`src/design/psu_pkg.sv`:
```
// Shared types and constants for the PNG scanline unfilter.
// No dependencies; used by every other file of the block except the assertion macros header.
`default_nettype none

package psu_pkg;

    localparam int MAX_ROW_BYTES   = 8192;
    localparam int MAX_PIXEL_BYTES = 8;
    localparam int COL_W           = $clog2(MAX_ROW_BYTES);
    localparam int BPP_IDX_W       = (MAX_PIXEL_BYTES > 1) ? $clog2(MAX_PIXEL_BYTES) : 1;
    localparam int BPP_W           = 4;
    localparam int ROW_W           = 14;
    localparam int CFG_IDX_W       = 4;
    localparam int CFG_DATA_W      = 16;
    localparam int QUEUE_DEPTH     = 4;
    localparam int QPTR_W          = $clog2(QUEUE_DEPTH);
    localparam int QCNT_W          = $clog2(QUEUE_DEPTH + 1);

    localparam logic [CFG_IDX_W-1:0] REG_PIXEL_STRIDE = CFG_IDX_W'(0);
    localparam logic [CFG_IDX_W-1:0] REG_ROW_BYTES    = CFG_IDX_W'(1);

    localparam logic [BPP_W-1:0] BPP_RESET = BPP_W'(4);
    localparam logic [ROW_W-1:0] ROW_RESET = ROW_W'(1024);

    typedef enum logic [2:0] {
        FILT_NONE    = 3'd0,
        FILT_SUB     = 3'd1,
        FILT_UP      = 3'd2,
        FILT_AVG     = 3'd3,
        FILT_PAETH   = 3'd4,
        FILT_UNKNOWN = 3'd5
    } filter_t;

    // Effective configuration after clamping
    typedef struct packed {
        logic [BPP_IDX_W-1:0] bpp_idx;   // pixel stride - 1
        logic [ROW_W-1:0]     row_len;   // 1..MAX_ROW_BYTES
    } cfg_view_t;

    // One classified data word from front to back
    typedef struct packed {
        logic [7:0]       raw_byte;
        logic [COL_W-1:0] col;
        filter_t          filt;
        logic             first_row;
        logic             left_edge;
        logic             last;
    } qitem_t;

endpackage

`default_nettype wire

```
`src/design/psu_queue.sv`:
```
// Short FIFO of classified data words between front and back.
// Depends on psu_pkg.
`default_nettype none

module psu_queue import psu_pkg::*; (
    input  wire logic   clk,
    input  wire logic   rst_n,
    input  wire logic   push,
    input  wire qitem_t push_item,
    input  wire logic   pop,
    output qitem_t      head,
    output logic        head_valid,
    output logic        full
);

    qitem_t              slot_reg [QUEUE_DEPTH];
    logic [QPTR_W-1:0]   wr_ptr_reg, wr_ptr_next;
    logic [QPTR_W-1:0]   rd_ptr_reg, rd_ptr_next;
    logic [QCNT_W-1:0]   count_reg, count_next;

    always_comb
    begin
        head       = slot_reg[rd_ptr_reg];
        head_valid = count_reg != '0;
        full       = count_reg == QCNT_W'(QUEUE_DEPTH);

        wr_ptr_next = push ? wr_ptr_reg + QPTR_W'(1) : wr_ptr_reg;
        rd_ptr_next = pop  ? rd_ptr_reg + QPTR_W'(1) : rd_ptr_reg;
        count_next  = count_reg;
        if (push && !pop)
        begin
            count_next = count_reg + QCNT_W'(1);
        end
        else if (pop && !push)
        begin
            count_next = count_reg - QCNT_W'(1);
        end
    end

    always_ff @(posedge clk)
    begin
        if (push)
        begin
            slot_reg[wr_ptr_reg] <= push_item;
        end
    end

    always_ff @(posedge clk or negedge rst_n)
    begin
        if (!rst_n)
        begin
            wr_ptr_reg <= '0;
            rd_ptr_reg <= '0;
            count_reg  <= '0;
        end
        else
        begin
            wr_ptr_reg <= wr_ptr_next;
            rd_ptr_reg <= rd_ptr_next;
            count_reg  <= count_next;
        end
    end

endmodule

`default_nettype wire

```
`config.mk`:
```
export PLATFORM = sky130hd
export DESIGN_NAME = psu_queue
export DESIGN_NICKNAME = d
export VERILOG_FILES = /design/src/design/psu_pkg.sv /design/src/design/psu_queue.sv
export SDC_FILE = /design/constraint.sdc
export NUM_CORES = 1
export LEC_CHECK = 0
export ABC_AREA = 1
export BUFFER_PORTS_ARGS = -buffer_cell sky130_fd_sc_hd__buf_4
export CAP_MARGIN = 20
export CORE_ASPECT_RATIO = 1.5
export CORE_MARGIN = 4
export CORE_UTILIZATION = 55
export CTS_CLUSTER_SIZE = 28
export DETAILED_ROUTE_END_ITERATION = 7
export GPL_ROUTABILITY_DRIVEN = 0
export PLACE_DENSITY = 0.88
export SETUP_SLACK_MARGIN = 0.4
export SLEW_MARGIN = 40
export SYNTH_ARGS = -nofsm -noshare
export SYNTH_HDL_FRONTEND = slang
export SYNTH_SLANG_ARGS = --single-unit
```
`constraint.sdc`:
```
create_clock -name clk -period 2 [get_ports clk]
set_clock_uncertainty 0.05 [all_clocks]
set_input_delay 0.2 -clock clk [delete_from_list [all_inputs] [get_ports clk]]
set_output_delay 0.2 -clock clk [all_outputs]
set_load 0.005 [all_outputs]
```
==> qor.txt <==
Nets - 508
Commonest cells post-synth - 108 x sky130_fd_sc_hd__edfxtp_1, 95 x sky130_fd_sc_hd__nand2_1, 65 x sky130_fd_sc_hd__inv_1
number of vias per cell after detailed routing - 5.26
Maximum Capacitance Violations - 0
Async S/R FF share, synth - 6.09%
Hold/Removal Path Class - in2async
Routed WL - 10700 um
vertical die dimension - 122 um
DRC violation count after routing - 0
setup TNS - 0 ns
WP data required - 1.75 ns
cells along the critical path - buf_12 -> o211ai_1 -> nand2_1 -> buf_4
worst-path fanout max - 40
max-slew violation total from the final report - 0
synthesized area per cell - 13.1 um^2
maximum clock frequency - 527 MHz
die width - 83.8 um
estimated wirelength of the detail-placed design - 5740 um
cell types occupying the most area after synthesis - sky130_fd_sc_hd__edfxtp_1 68%, sky130_fd_sc_hd__o211ai_1 8.6%, sky130_fd_sc_hd__nand2_1 7.5%
cell leakage power - 2.58 nW
warnings from Yosys - 0
antenna violations before repair - 0
maximum resistive drop on vdd - 872 uV
largest net degree at the start of global routing - 43
unrepaired setup endpoints after global routing - yes
sequential fraction of the synthesis area - 72.1%
power per cell area - 1480 mW/mm^2
count of routing violations after the opening detailed-route iteration - 270
type of destination of the critical path - output pin
flip-flop cell with the highest count after synthesis - sky130_fd_sc_hd__edfxtp_1
category of the critical setup timing path - reg2out
Finished Layout Cells - 591
Worst-Margin Slew - 0.346 ns
count of distinct cell types in the synthesized netlist - 19
number of levels in the clock H-tree - 4
clock latency on the worst-skew pair - 0.40 ns
first-pass GRT wire length - 16600 um
TritonCTS sink count - 115
utilization after layout - 73.6%
first drt pass iteration count - 4
Die Area - 0.0102 mm^2
total standard cell area after synthesis - 0.00474 mm^2
clk slew on worst S/H paths - 0.05 ns
status - completed
Num CTS Buffers - 17
share of post-route cells with drive strength above 1 - 22.9%
I/O pins - 60
IO buf count - 59
number of enable-type register cells in the synthesized netlist - 108
startpoint type of the worst setup path - flip-flop
total track usage - 22.1%
Arr. time, crit path - 1.65 ns
slack of the worst reg-to-reg path - 0.54 ns
number of placed cells counting well taps - 521
GRT overflow - 0
Period minus WS final - 1.90 ns
Detail Route Antenna Nets - 0
syn nets - 400
number of buffers between clock root and the deepest sink - 2
final cycle utilization of the critical path - 94.9%
Critical Path Slowest Stage Cell - sky130_fd_sc_hd__dfrtp_4
cell chosen for the clock root - sky130_fd_sc_hd__clkbuf_16
vias in the first global route - 3199
vias post-DR - 3111
flop and latch count out of synthesis - 115
final setup violation count - 0
CTS tree - done
number of diodes - 0
Row Count - 41
number of flip-flops under the largest register name - 108
area of the placeable core - 0.00841 mm^2
most frequently used cell type in the post-synthesis netlist - sky130_fd_sc_hd__edfxtp_1
Area growth, synth to finish - 30.6%
share of the synthesized area in the top cell type - 68.4%
Final Hold Vio Count - 0
effective utilization at floorplan - 56.3%
slowest stage delay, CP - 0.52 ns
largest area contributor in the netlist - sky130_fd_sc_hd__edfxtp_1
Syn Inst Count - 363
worst slew slack as a fraction of its limit - 76.9%
post-detailed-route wirelength per cell - 18.0 um
[cell type report]
cell class	count	area [um^2]
sequential	115	3420
inverter	66	262
fill	502	2220
timing repair buffer	107	926
clock buffer	26	479
multi-input combinational	164	912
tap	107	134
clock inverter	6	55.1
[through the flow]
step           power [mW]  area (um^2)  setup WS, ns  hold slack, ns
2_1_floorplan        5.12         4750         0.452          -0.146
3_3_place_gp         6.09         5280         0.442         -0.0338
3_5_place_dp         6.23         5280         0.413         -0.0307
4_1_cts              9.04         6130         0.127          0.0774
5_1_grt              9.62         6190        0.0569           0.124
6_report             9.14         6190         0.101           0.101
[worst max-delay path: cells and delay by family (launching register included)]
kind / cells / cell delay, ns
buffers and inverters: 2 / 0.34
AND/OR/NAND/NOR: 1 / 0.14
AO/OA/AOI/OAI: 1 / 0.23
flip-flops: 1 / 0.52
[final timing paths]
check                                   start              to  depth (start not counted)
worst max-delay path            rd_ptr_reg[0]        head[22]                          4
worst min-delay path                    rst_n   rd_ptr_reg[0]                          2
worst max register to register  wr_ptr_reg[0]  slot_reg[2][8]                          5
worst min register to register   count_reg[2]    count_reg[2]                          2
max in group asynchronous               rst_n   rd_ptr_reg[0]                          2
min in group clk                          pop   rd_ptr_reg[0]                          3
[timing repair]
action	4_1_cts	5_1_grt
hold buffers	30	0
setup endpoints to repair	27	44
endpoints found under the hold margin	118	0
setup buffers	2	6
resized for setup	0	7
pin swaps	5	12
[cells in the final DEF (no fill, tap or decap), types with 2 or more instances in the layout]
cell type / n
sky130_fd_sc_hd__clkbuf_8: 2
sky130_fd_sc_hd__xor2_1: 3
sky130_fd_sc_hd__dlygate4sd3_1: 29
sky130_fd_sc_hd__buf_4: 72
sky130_fd_sc_hd__edfxtp_1: 108
sky130_fd_sc_hd__inv_1: 61
sky130_fd_sc_hd__clkbuf_16: 17
sky130_fd_sc_hd__dfrtp_1: 6
sky130_fd_sc_hd__ha_1: 4
sky130_fd_sc_hd__nand2_1: 94
sky130_fd_sc_hd__o211ai_1: 54
sky130_fd_sc_hd__clkinv_2: 5
sky130_fd_sc_hd__buf_12: 3
sky130_fd_sc_hd__clkbuf_1: 7
sky130_fd_sc_hd__clkinvlp_4: 3
sky130_fd_sc_hd__buf_6: 2
[layer usage]
layer  global-route usage, %  vias to the layer above  part of all wire [%]
met2                    38.8                      126                    55
met4                    11.5                        0                   3.5
li1                        -                     1460                     -
met3                    5.82                       31                   7.0
met1                    24.5                     1494                    35
met5                       0                        -                     0
[cells by family after synthesis]
group | Yosys count | synth area share [%]
AND/OR/NAND/NOR | 99 | 7.95
buffers and inverters | 84 | 8.77
flip-flops | 115 | 72.1
XOR/XNOR | 4 | 0.740
adder cells (fa/ha/maj) | 6 | 1.74
AO/OA/AOI/OAI | 55 | 8.66
[power breakdown]
group | switching (mW) | leakage [nW] | internal [mW] | total (mW)
logic | 1.70 | 1.24 | 1.34 | 3.03
clock network | 0.963 | 0.266 | 1.76 | 2.72
registers | 0.205 | 1.07 | 3.18 | 3.38
No activity file was read; power rests on OpenSTA's default activity.
