<file path="src/design/psu_pkg.sv">
// Shared types and constants for the PNG scanline unfilter.
// No dependencies; used by every other file of the block except the assertion macros header.
`default_nettype none

package psu_pkg;

    localparam int MAX_ROW_BYTES   = 8192;
    localparam int MAX_PIXEL_BYTES = 8;
    localparam int COL_W           = $clog2(MAX_ROW_BYTES);
    localparam int BPP_IDX_W       = (MAX_PIXEL_BYTES > 1) ? $clog2(MAX_PIXEL_BYTES) : 1;
    localparam int BPP_W           = 4;
    localparam int ROW_W           = 14;
    localparam int CFG_IDX_W       = 4;
    localparam int CFG_DATA_W      = 16;
    localparam int QUEUE_DEPTH     = 4;
    localparam int QPTR_W          = $clog2(QUEUE_DEPTH);
    localparam int QCNT_W          = $clog2(QUEUE_DEPTH + 1);

    localparam logic [CFG_IDX_W-1:0] REG_PIXEL_STRIDE = CFG_IDX_W'(0);
    localparam logic [CFG_IDX_W-1:0] REG_ROW_BYTES    = CFG_IDX_W'(1);

    localparam logic [BPP_W-1:0] BPP_RESET = BPP_W'(4);
    localparam logic [ROW_W-1:0] ROW_RESET = ROW_W'(1024);

    typedef enum logic [2:0] {
        FILT_NONE    = 3'd0,
        FILT_SUB     = 3'd1,
        FILT_UP      = 3'd2,
        FILT_AVG     = 3'd3,
        FILT_PAETH   = 3'd4,
        FILT_UNKNOWN = 3'd5
    } filter_t;

    // Effective configuration after clamping
    typedef struct packed {
        logic [BPP_IDX_W-1:0] bpp_idx;   // pixel stride - 1
        logic [ROW_W-1:0]     row_len;   // 1..MAX_ROW_BYTES
    } cfg_view_t;

    // One classified data word from front to back
    typedef struct packed {
        logic [7:0]       raw_byte;
        logic [COL_W-1:0] col;
        filter_t          filt;
        logic             first_row;
        logic             left_edge;
        logic             last;
    } qitem_t;

endpackage

`default_nettype wire

</file>
<file path="src/design/psu_stream_if.sv">
// Input stream channel: one inflated byte per word.
// Depends on psu_pkg.
`default_nettype none

interface psu_stream_if import psu_pkg::*; ();
    logic       valid;
    logic       ready;
    logic [7:0] raw_byte;
    logic       start_of_image;

    modport source (output valid, output raw_byte, output start_of_image, input ready);
    modport sink   (input valid, input raw_byte, input start_of_image, output ready);
endinterface

`default_nettype wire

</file>
<file path="src/design/psu_front.sv">
// Front end: parses filter bytes, tracks row position, classifies data words.
// Depends on psu_pkg and psu_stream_if.
`default_nettype none

module psu_front import psu_pkg::*; (
    input  wire logic     clk,
    input  wire logic     rst_n,
    psu_stream_if.sink    stream,
    input  wire cfg_view_t cfg_view,
    input  wire logic     full,
    output logic          push,
    output qitem_t        push_item
);

    logic             expect_reg, expect_next;
    logic             first_row_reg, first_row_next;
    filter_t          filt_reg, filt_next;
    logic [ROW_W-1:0] column_reg, column_next;

    logic             accept;
    logic             is_filter;
    logic             last;
    logic [ROW_W:0]   column_inc;
    filter_t          new_filt;

    assign stream.ready = !full;

    always_comb
    begin
        accept     = stream.valid && stream.ready;
        is_filter  = stream.start_of_image || expect_reg;
        column_inc = {1'b0, column_reg} + (ROW_W+1)'(1);
        last       = column_inc >= {1'b0, cfg_view.row_len};
        new_filt   = (stream.raw_byte > 8'(FILT_PAETH)) ? FILT_UNKNOWN :
                     filter_t'(stream.raw_byte[2:0]);

        push_item.raw_byte  = stream.raw_byte;
        push_item.col       = (column_reg >= ROW_W'(MAX_ROW_BYTES)) ?
                              COL_W'(MAX_ROW_BYTES - 1) : column_reg[COL_W-1:0];
        push_item.filt      = filt_reg;
        push_item.first_row = first_row_reg;
        push_item.left_edge = column_reg <= ROW_W'(cfg_view.bpp_idx);
        push_item.last      = last;

        push           = accept && !is_filter;
        expect_next    = expect_reg;
        first_row_next = first_row_reg;
        filt_next      = filt_reg;
        column_next    = column_reg;

        if (accept)
        begin
            if (is_filter)
            begin
                filt_next   = new_filt;
                expect_next = 1'b0;
                column_next = '0;
                if (stream.start_of_image)
                begin
                    first_row_next = 1'b1;
                end
            end
            else if (last)
            begin
                column_next    = '0;
                expect_next    = 1'b1;
                first_row_next = 1'b0;
            end
            else
            begin
                column_next = column_inc[ROW_W-1:0];
            end
        end
    end

    always_ff @(posedge clk or negedge rst_n)
    begin
        if (!rst_n)
        begin
            expect_reg    <= 1'b1;
            first_row_reg <= 1'b1;
            filt_reg      <= FILT_NONE;
            column_reg    <= '0;
        end
        else
        begin
            expect_reg    <= expect_next;
            first_row_reg <= first_row_next;
            filt_reg      <= filt_next;
            column_reg    <= column_next;
        end
    end

endmodule

`default_nettype wire

</file>
<file path="src/flat_wrapper.sv">
// flat-port wrapper written by rule: the top's interface ports become plain ports
module psu_front_flat import psu_pkg::*;
  (clk, rst_n, cfg_view, full, push, push_item, stream_valid, stream_raw_byte, stream_start_of_image, stream_ready);
  psu_stream_if stream_i ();
  input  wire logic clk;
  input  wire logic rst_n;
  input  wire cfg_view_t cfg_view;
  input  wire logic full;
  output logic push;
  output qitem_t push_item;
  input wire logic [$bits(stream_i.valid)-1:0] stream_valid;
  input wire logic [$bits(stream_i.raw_byte)-1:0] stream_raw_byte;
  input wire logic [$bits(stream_i.start_of_image)-1:0] stream_start_of_image;
  output wire logic [$bits(stream_i.ready)-1:0] stream_ready;
  assign stream_i.valid = stream_valid;
  assign stream_i.raw_byte = stream_raw_byte;
  assign stream_i.start_of_image = stream_start_of_image;
  assign stream_ready = stream_i.ready;
  psu_front u_core (.clk(clk), .rst_n(rst_n), .stream(stream_i), .cfg_view(cfg_view), .full(full), .push(push), .push_item(push_item));
endmodule
</file>
<file path="config.mk">
export PLATFORM = sky130hd
export DESIGN_NAME = psu_front_flat
export DESIGN_NICKNAME = d
export VERILOG_FILES = /design/src/design/psu_pkg.sv /design/src/design/psu_stream_if.sv /design/src/design/psu_front.sv /design/src/flat_wrapper.sv
export SDC_FILE = /design/constraint.sdc
export NUM_CORES = 1
export LEC_CHECK = 0
export BUFFER_PORTS_ARGS = -buffer_cell sky130_fd_sc_hd__buf_2
export CORE_MARGIN = 5
export CORE_UTILIZATION = 25
export CTS_CLUSTER_SIZE = 20
export DETAILED_ROUTE_END_ITERATION = 10
export HOLD_SLACK_MARGIN = 0.06
export PLACE_DENSITY = 0.47
export SKIP_LAST_GASP = 1
export SYNTH_ARGS = -nofsm -noshare
export SYNTH_HDL_FRONTEND = slang
export SYNTH_SLANG_ARGS = --single-unit
export TNS_END_PERCENT = 10
</file>
<file path="constraint.sdc">
create_clock -name clk -period 4.55 [get_ports clk]
set_input_delay 1.1375 -clock clk [delete_from_list [all_inputs] [get_ports clk]]
set_output_delay 1.1375 -clock clk [all_outputs]
set_load 0.1 [all_outputs]
</file>
==> impl_metrics.env <==
export IMPL_ctsHoldBuffers=0
export IMPL_switching_share_pct=40.06
export IMPL_seq_area_frac_synth_pct=28.44
export IMPL_syn_inst=196
export IMPL_ctsHtreeMaxLevel=1
export IMPL_cts_root_buf="clkbuf_8"
export IMPL_crit_path_start="u_core.column_reg[0]"
export IMPL_clock_sinks=19
export IMPL_grt_overflow_total=0
export IMPL_stdcell_area_sq_mm=0.002012
export IMPL_async_reset_ff_share_pct=100.0
export IMPL_p_switching_mw=0.1832
export IMPL_vias=1506
export IMPL_portBuffers=58
export IMPL_gr_usage_all_layers_pct=10.51
export IMPL_clock_skew_ps=1.661
export IMPL_r2r_start="u_core.column_reg[0]"
export IMPL_endpoint_kind="output pin"
export IMPL_totalPowerFinal_mw=0.4573
export IMPL_cp_endpoint="push_item[0]"
export IMPL_largest_reg_flops=14
export IMPL_clk_pin_slew_worst_paths_ps=70
export IMPL_p_leak_nw=1.135
export IMPL_drive_above_1_share_pct=39.51
export IMPL_ios=59
export IMPL_syn_avg_cell_area_sq_um=8.573
export IMPL_p_clk_share_pct=25.4
export IMPL_period_minus_slack_ps=4202
export IMPL_die_x_um=91.99
export IMPL_min_period_over_period_pct=92.34
export IMPL_synth_edf_count=0
export IMPL_syn_to_final_growth_pct=19.73
export IMPL_hold_viol_final=0
export IMPL_cts_tree="yes"
export IMPL_power_frac_seq_pct=39.4
export IMPL_worstMarginPinSlew_ps=564.5
export IMPL_slowest_stage="dfrtp_1"
export IMPL_setup_violations=0
export IMPL_postCtsSetupRepairBufs=0
export IMPL_core_region_area_sq_mm=0.006459
export IMPL_power_density_mw_per_mm2=227.3
export IMPL_mappedNetlistArea_sq_mm=0.001680
export IMPL_synth_top_cell_area_share_pct=25.32
export IMPL_cp_arrival_ps=3060
export IMPL_antenna_found_initial=0
export IMPL_die_h_um=91.99
export IMPL_final_setup_tns_ps=0
export IMPL_rr_endpoint="u_core.column_reg[5]"
export IMPL_crit_buf_inv=1
export IMPL_yosysWarnings=0
export IMPL_start_util_pct=26.02
export IMPL_worst_setup_path_start_kind="flop"
export IMPL_ant_nets=0
export IMPL_cts_resized=0
export IMPL_final_core_util_pct=31.15
export IMPL_ir_worst_vdd_uv=71.48
export IMPL_dp_hpwl_um=3493
export IMPL_via_per_inst=4.706
export IMPL_synth_top_area_cell="dfrtp_1"
export IMPL_rsz0062_at_grt="no"
export IMPL_drt_pass1_iterations=4
export IMPL_cp_num_cells=11
export IMPL_cp_required_ps=3410
export IMPL_syn_num_nets=245
export IMPL_p_int_mw=0.2741
export IMPL_rows=29
export IMPL_r2r_cells=13
export IMPL_crit_type="reg -> out"
export IMPL_grt_pass1_vias=1492
export IMPL_drt_wl_total_um=4260
export IMPL_drc_errors=0
export IMPL_die_area_sq_mm=0.008461
export IMPL_path_cells="ha_1 > and3_4 > nand3_1 > nor2_1 > xor2_1 > ha_1 > nand3_1 > nor2_1 > o21ai_0 > nand4_4 > buf_2"
export IMPL_synthTopCellsByArea="dfrtp_1 25%, ha_1 14%, inv_1 4.9%"
export IMPL_fin_nets=293
export IMPL_rrSetupSlack_ps=1270
export IMPL_combPwrFrac_pct=35.2
export IMPL_insertion_delay_ps=250
export IMPL_max_clock_freq_mhz=238.0
export IMPL_slowest_delay_ps=470
export IMPL_drt_iter0_markers=82
export IMPL_routabilityCongestion=0.7916
export IMPL_crit_fanout=8
export IMPL_cts_path_max_buffers=2
export IMPL_hold_class="reg -> reg"
export IMPL_drv_slew=0
export IMPL_maxCapViolations=0
export IMPL_synthFlopType="dfrtp_1"
export IMPL_status="finished clean"
export IMPL_yosys_register_bits=19
export IMPL_grt_max_degree=20
export IMPL_antenna_cells=0
export IMPL_crit_family="simple AND/OR/NAND/NOR gates"
export IMPL_wl_per_cell_um=13.31
export IMPL_relSlewSlack_pct=62.27
export IMPL_cts_buffers=3
export IMPL_placedInstanceArea_sq_mm=0.001966
export IMPL_grt_pass1_wl_um=7245
export IMPL_synth_cell_types=36
==> synth_stat cells, types with 3 or more instances <==
library cell	number
a21oi_1	11
a221o_2	3
a22o_1	3
a22o_2	8
buf_2	3
buf_4	10
dfrtp_1	17
ha_1	19
inv_1	22
nand2_1	13
nand3_1	10
nand4_1	4
nor2_1	16
nor3_1	6
o21ai_0	4
or2_2	13
xnor2_1	8
xor2_1	4
==> cells in the final DEF (no fill, tap or decap), types with 3 or more instances in the layout <==
| master | instances |
|---|---|
| a21oi_1 | 11 |
| a221o_2 | 3 |
| a22o_1 | 3 |
| a22o_2 | 8 |
| buf_2 | 58 |
| clkbuf_8 | 3 |
| dfrtp_1 | 17 |
| ha_1 | 19 |
| inv_1 | 22 |
| nand2_1 | 13 |
| nand3_1 | 10 |
| nand4_1 | 4 |
| nor2_1 | 16 |
| nor3_1 | 6 |
| o21ai_0 | 4 |
| or2_2 | 13 |
| xnor2_1 | 8 |
| xor2_1 | 4 |
==> power by group through the flow <==
| stage | clock network (mW) | logic, mW | registers [mW] |
|---|---|---|---|
| final | 0.116 | 0.161 | 0.180 |
| after global routing | 0.130 | 0.175 | 0.182 |
| after CTS | 0.119 | 0.163 | 0.180 |
| after detailed placement | 0 | 0.163 | 0.184 |
| after global placement | 0 | 0.164 | 0.183 |
| after floorplan | 0 | 0.127 | 0.185 |
==> worst min-delay path by stage <==
stage	startpoint	endpoint	slack, ps	cells past startpoint
2_1_floorplan	u_core.first_row_reg	u_core.first_row_reg	500	2
3_5_place_dp	u_core.filt_reg[1]	u_core.filt_reg[1]	490	2
4_1_cts	u_core.filt_reg[1]	u_core.filt_reg[1]	510	2
5_1_grt	u_core.expect_reg	u_core.expect_reg	580	1
3_3_place_gp	u_core.filt_reg[1]	u_core.filt_reg[1]	480	2
6_report	u_core.filt_reg[1]	u_core.filt_reg[1]	500	2
==> layer usage <==
layer  part of all wire [%]  vias up  wire, um  GRT usage (%)
met3                    6.5        5       275          1.800
met2                     44       46      1883          16.85
met5                      0        -         0              0
met4                    1.4        0        60          3.342
met1                     48      691      2040          14.40
li1                       -      764         -              -
==> cell type report <==
class | instances | area [sq um]
Fill cell | 725 | 4447
Inverter | 22 | 82.58
Multi-Input combinational cell | 139 | 1011
Tap cell | 77 | 96.34
Sequential cell | 19 | 478.0
Clock inverter | 1 | 5.005
Timing Repair Buffer | 59 | 297.8
Clock buffer | 3 | 41.29
==> worst reg2reg max path, delay by kind of cell (launching register included) <==
kind	cells	cell delay, ps
buffers and inverters	1	210
flip-flops	1	470
adder cells (fa/ha/maj)	2	560
AO/OA/AOI/OAI	2	510
XOR/XNOR	1	280
AND/OR/NAND/NOR	7	1200
==> kinds of logic after synthesis <==
group	synth area share, %
xor gates and xnor gates	6.255
buffers and inverters	11.39
DFF	28.44
AOI/OAI and AO/OA	16.38
adders and majority gates	14.15
and+or+nand+nor	23.38
==> stage by stage <==
| stage | std cells | hold WS (ps) | worst slack, ps |
|---|---|---|---|
| after global placement | 316 | 478.7 | 615.0 |
| final | 320 | 498.4 | 348.5 |
| after CTS | 320 | 509.9 | 307.5 |
| after floorplan | 196 | 497.8 | 360.5 |
| after global routing | 320 | 576.9 | 22.11 |
| after detailed placement | 316 | 491.2 | 602.4 |
(Power assumes the default switching activity.)
